[src/sv/rmt_pkg.sv]
// ----------------------------------------------------------------------------
// rmt_pkg: shared constants for the running median tracker
// Field widths of the sample and result transfers and the default store size.
// ----------------------------------------------------------------------------
package rmt_pkg;

  // Width of one stored sample.
  localparam int SAMPLE_W = 32;

  // Twice the median, one bit wider than a sample so a sum of two never overflows.
  localparam int MEDIAN_W = 33;

  // Width of the reported sample count.
  localparam int COUNT_OUT_W = 7;

  // Default number of cells in the sorted chain.
  localparam int DEFAULT_CAPACITY = 64;

endpackage

[src/sv/rmt_cell.sv]
// ----------------------------------------------------------------------------
// rmt_cell: one cell of the sorted insertion chain
// Holds one sample. On an insert it keeps its value, takes the new sample, or
// takes its left neighbor's value, so the whole chain stays in ascending order.
// ----------------------------------------------------------------------------
module rmt_cell
  import rmt_pkg::*;
(
  input  logic                       clk,
  input  logic                       insert,
  input  logic                       occupied,
  input  logic signed [SAMPLE_W-1:0] new_sample,
  input  logic                       left_keep,
  input  logic signed [SAMPLE_W-1:0] left_value,
  output logic                       keep,
  output logic signed [SAMPLE_W-1:0] value
);

  // The cell stays put when it holds a sample not above the new one, so equal
  // samples end up ahead of the new sample.
  assign keep = occupied && (value <= new_sample);

  // First cell that does not stay takes the new sample; later ones shift right.
  always_ff @(posedge clk) begin
    if (insert && !keep) begin
      if (left_keep) begin
        value <= new_sample;
      end else begin
        value <= left_value;
      end
    end
  end

endmodule

[config.mk]
export PLATFORM = sky130hd
export DESIGN_NAME = rmt_cell
export DESIGN_NICKNAME = d
export VERILOG_FILES = /design/src/sv/rmt_pkg.sv /design/src/sv/rmt_cell.sv
export SDC_FILE = /design/constraint.sdc
export NUM_CORES = 1
export LEC_CHECK = 0
export ABC_AREA = 1
export BUFFER_PORTS_ARGS = -buffer_cell sky130_fd_sc_hd__buf_2
export CAP_MARGIN = 25
export CELL_PAD_IN_SITES_DETAIL_PLACEMENT = 0
export CELL_PAD_IN_SITES_GLOBAL_PLACEMENT = 1
export CORE_ASPECT_RATIO = 0.5
export CORE_MARGIN = 2
export CORE_UTILIZATION = 34
export CTS_CLUSTER_DIAMETER = 120
export DETAILED_ROUTE_END_ITERATION = 12
export PLACE_DENSITY = 0.85
export SLEW_MARGIN = 20
export SYNTH_ARGS = -nofsm -noshare
export SYNTH_HDL_FRONTEND = slang
export SYNTH_SLANG_ARGS = --single-unit
[constraint.sdc]
create_clock -name clk -period 3.19 [get_ports clk]
set_input_delay 0.319 -clock clk [delete_from_list [all_inputs] [get_ports clk]]
set_output_delay 0.319 -clock clk [all_outputs]
set_load 0.01 [all_outputs]
* Word-level counts from Yosys, hierarchy flattened
Cells that the tools add are included.
** Operators by class
- Add/subtract/negate cells :: 0
- Multiply operators :: 0
- Divide/modulo/power cells :: 0
- $lt $le $gt $ge :: 1
- Equal/unequal tests :: 0
- Shift-type cells :: 0
- Muxes and demuxes :: 1
- Bitwise logic cells :: 0
- Reductions and logical operators :: 3
** Operators with widths (number)
- $le 32x32->1 :: 1
- $mux 32 :: 1
- $logic_and 1x1->1 :: 2
- $logic_not 1->1 :: 1
** Word-level totals
- Flip-flop bits (word level) :: 32
- Latch bits :: 0
- Memory bits (writable) :: 0
- Bits in read-only memories :: 0
- Input bits :: 68
- Output and inout port bits :: 33
- Logic and storage cells :: 6
- Memories :: 0

* Longest topological paths before layout
- Word-level depth :: 4
- Depth in mapped cells :: 17
- Depth with buffers taken out :: 17

* Least setup slack after synthesis
OpenSTA, ideal clock, no wires.
- Kind :: flip-flop to flip-flop
- From :: register value[17]
- To :: register value[0], enable pin
- Setup time :: 0.400 ns
- Arrival :: 2.390 ns
- Data required time :: 2.790 ns
- Slack :: 0.399 ns
- Cell stages (with the launch flop) :: 13
- Cells stage by stage :: edfxtp_1 -> ha_1 -> nand2_1 -> nand2_1 -> nand2_1 -> nand2_1 -> nand2_1 -> nand2_1 -> a21oi_1 -> nand2_1 -> nand2_1 -> nand3_2 -> a21oi_2
** Between the ends
- Longest elaborated chain between the ends :: 4
** Ends and longest elaborated chain
- start, declared :: RTL line rmt_cell.sv:16 : output logic signed [SAMPLE_W-1:0] value
- start signal, assigned :: RTL line rmt_cell.sv:27 : value <= new_sample;
- start signal, assigned :: RTL line rmt_cell.sv:29 : value <= left_value;
- $le 32x32->1 :: RTL line rmt_cell.sv:21 : assign keep = occupied && (value <= new_sample);
- $logic_and 1x1->1 :: RTL line rmt_cell.sv:21
- $logic_not 1->1 :: RTL line rmt_cell.sv:25 : if (insert && !keep) begin
- $logic_and 1x1->1 :: RTL line rmt_cell.sv:25
Every way passes these cells.
A chain may end at the register's enable or synchronous reset.

* Final worst setup path
- From :: register value[19]
- To :: register value[6], enable pin
The elaborated chain is that of the path after synthesis.

==> summary.log <==
INFO  run_status     run_status=complete, no violations
INFO  setup_path     crit_cells=11
INFO  route          detail_route.wirelength=5073um
INFO  floorplanning  rows=20
INFO  yosys          synth_enable_flop_cells=32
INFO  cts            ctsRootBufferMaster=clkbuf_16
INFO  setup_path     critical_path.cell_chain=ha_1 > a21oi_1 > nand2_1 > nand2_1 > nand2_1 > a21oi_1 > nand2_1 > nand2_1 > nand3_2 > a21oi_4 > buf_12
INFO  yosys          yosys-top-cells-count=a21oi_1 (45), inv_1 (39), nor2_1 (37)
INFO  yosys          yosys-top-cells-area=edfxtp_1 (44%), ha_1 (18%), a21oi_1 (10%), inv_1 (6.7%), nor2_1 (6.3%)
INFO  grt            grt_first_pass_wirelength=8176um
INFO  cts            insertion_delay=280ps
INFO  yosys          netlist.top_cell.by_area=edfxtp_1
INFO  setup_path     timing.critical_path.max_delay_family=compound AO/OA/AOI/OAI gates
INFO  pwr            power-per-cell-area=462.3nW/um^2
INFO  cts            clockBufferDepth=2
INFO  worst_hold_path worst_hold_path_type=primary input to register
INFO  pwr            maximum_resistive_drop_on_vdd=0.2134mV
INFO  route          routed_wire_length_per_instance=11.53um
INFO  setup_path     critPathSlowestCell=a21oi_4
INFO  route          routed-via-count=1967
INFO  setup_path     timing.setup.critical_path_class=register to register
INFO  yosys          mapped_area=2191um^2
INFO  sta            final_number_of_max_transition_violations=0
INFO  yosys          post-synth-top-area-fraction=43.86%
INFO  grt            globalRouteTotalUtil=14.51%
INFO  sta            layout_min_cycle_time=2594ps
INFO  setup_path     worstReg2RegEnd=value[6]$_DFFE_PP_
INFO  placement      gp_routability_congestion=0.7300
INFO  sta            finalClockSkew=6.507ps
INFO  setup_path     path_buf_inv=1
INFO  sta            layout_worst_path_cycle_share=81.32%
INFO  yosys          ys_seq_elements=32
INFO  route          antenna_violating_nets_post_route=0
INFO  sta            tns=0ps
INFO  cts            clkSinkCount=32
INFO  yosys          postSynthNetCount=349
INFO  floorplanning  io_pins=101
INFO  yosys          ys_async_sr_fraction=0%
INFO  finish         layout-area-overhead-vs-synth=35.58%
INFO  finish         top_register=value
INFO  route          detailedRoute.firstIterationViolations=41
INFO  finish         post_route_cells_drive_above_1_share=34.38%
INFO  grt            grt_max_degree=38
INFO  route          drc=0
INFO  yosys          synthesis.area_per_instance=8.799um^2
INFO  grt            grt.overflow.total=0
INFO  yosys          synth-warning-count=0
INFO  cts            postCtsSetupBuffers=0
INFO  setup_path     r2r_slack=600ps
INFO  pwr            total_leakage_power=1.527nW
INFO  sta            max_clock_freq=385.5MHz
INFO  sta            slew_headroom=66.87%
INFO  yosys          synthCells=249
INFO  route          drt-vias-per-instance=4.470
INFO  setup_path     startpoint_of_the_worst_register_to_register_path=value[19]$_DFFE_PP_
INFO  cts            cts_tree=yes
INFO  setup_path     path_max_fanout=20
INFO  finish         finalNetCount=451
INFO  yosys          synth.most_common_cell=a21oi_1
INFO  finish         reg_top3=value: 32 flops
INFO  setup_path     crit_path_end=value[6]$_DFFE_PP_
INFO  floorplanning  initial_core_util=35.59%
INFO  setup_path     timing.critical_path.mode_cell=nand2_1
INFO  placement      detailed_place_hpwl=4223um
INFO  floorplanning  core-area=6156um^2
INFO  setup_path     startpoint=value[19]$_DFFE_PP_
INFO  grt            grt_antenna_before_repair=0
INFO  sta            max_slew.worst_pin.slew=495.9ps
INFO  sta            rsz_0062_raised_after_global_routing=false
INFO  job            drv_cap=0
INFO  cts            cts_repair_resize_count=0
INFO  sta            finalSetupViolations=0
INFO  setup_path     timing.critical_path.arrival=2570ps
INFO  setup_path     timing.critical_path.to_type=register
INFO  cts            cts-htree-levels=2
INFO  finish         num_antenna_cells=0
INFO  cts            cts-hold-fix-buffers=0
INFO  setup_path     timing.critical_path.from_type=register
INFO  route          drt_pass1_iterations=4
INFO  yosys          post_synth_num_cell_types=23
INFO  setup_path     crit_path_max_incr_delay=440ps
INFO  cts            cts_buffers=5
INFO  floorplanning  die_width=117.5um
INFO  pwr            report.power.total=1.373mW
INFO  grt            vias_in_the_first_global_route=2003
INFO  setup_path     r2r.worst_path.cells=11
INFO  finish         largest_register_ff_count=32
INFO  floorplanning  chipHeight=60.76um
INFO  yosys          ys_dominant_reg_cell=edfxtp_1
INFO  yosys          yosysSeqAreaShare=43.86%
INFO  floorplanning  floorplan.die_area=7141um^2
INFO  sta            final-hold-violation-count=0
INFO  setup_path     required_time_worst_endpoint=3170ps
INFO  placement      io_buffers=100
INFO  cts            clk_pin_slew=60ps
==> worst reg2reg max path: stages (launching register included) <==
cell      delay [ps]
edfxtp_1         400
ha_1             340
a21oi_1          190
nand2_1           70
nand2_1           50
nand2_1           50
a21oi_1          250
nand2_1          100
nand2_1           70
nand3_2           90
a21oi_4          440
buf_12           240
==> how the worst min path moves through the flow <==
stage	slack, ps	startpoint	cells after the start	endpoint
after floorplan	520	left_value[0]	1	value[0]$_DFFE_PP_
after global placement	610	left_value[0]	2	value[0]$_DFFE_PP_
after detailed placement	610	left_value[0]	2	value[0]$_DFFE_PP_
after CTS	330	left_value[0]	2	value[0]$_DFFE_PP_
after global routing	340	left_value[0]	2	value[0]$_DFFE_PP_
final	330	left_value[0]	2	value[0]$_DFFE_PP_
==> cell families after synthesis <==
family / Yosys count / synth area share [%]
multiplexers: 1 / 0.5140
AND/OR/NAND/NOR: 84 / 16.56
buffers and inverters: 49 / 8.567
adder cells (fa/ha/maj): 32 / 18.28
flip-flops: 32 / 43.86
AO/OA/AOI/OAI: 51 / 12.22
==> area by class of cell <==
class                           count  area [um^2]
Sequential cell                    32        960.9
Fill cell                         636         3186
Tap cell                           88        110.1
Clock buffer                        6        128.9
Inverter                           42        157.7
Multi-Input combinational cell    168         1050
Clock inverter                      2        35.03
Timing Repair Buffer              102        528.0
==> placed cells by master, fill, tap and decap left out <==
cell / count
inv_2: 3
ha_1: 32
mux2_1: 1
nand4_1: 2
buf_2: 100
a21oi_4: 1
nand3_1: 2
o21a_1: 1
nor2_1: 37
a21o_1: 1
o21a_2: 1
nand3_2: 1
buf_4: 1
clkbuf_16: 5
buf_12: 1
nand2_1: 36
nor3_2: 1
nor2_2: 3
clkinv_2: 1
inv_1: 39
bufinv_16: 1
o21ai_0: 2
nand2_2: 1
a21oi_1: 45
clkbuf_1: 1
edfxtp_1: 32
nand4_4: 1
==> per-stage QoR <==
step | hold slack (ps) | cell area, um^2 | utilization (%) | worst slack, ps | std cells
2_1_floorplan | 519.9 | 2191 | - | 399.4 | 249
3_3_place_gp | 607.9 | 2806 | 45.59 | 646.9 | 432
3_5_place_dp | 611.9 | 2806 | 45.59 | 592.5 | 432
4_1_cts | 332.0 | 2970 | 48.25 | 574.2 | 440
5_1_grt | 341.8 | 2970 | 48.25 | 396.8 | 440
6_report | 329.1 | 2970 | 48.25 | 595.9 | 440
==> power breakdown <==
part	switching (mW)	internal [mW]	total, mW
clock	0.172	0.367	0.539
combinational	0.170	0.131	0.301
sequential	0.0197	0.513	0.533
total	0.362	1.01	1.37
==> routing by layer <==
layer	track usage, %	share of wire [%]	routed length, um
met5	0	0	0
met4	5.680	1.3	64
met3	3.571	4.2	213
met2	28.40	52	2627
met1	15.91	43	2167
Power figures use the tool's default switching activity.
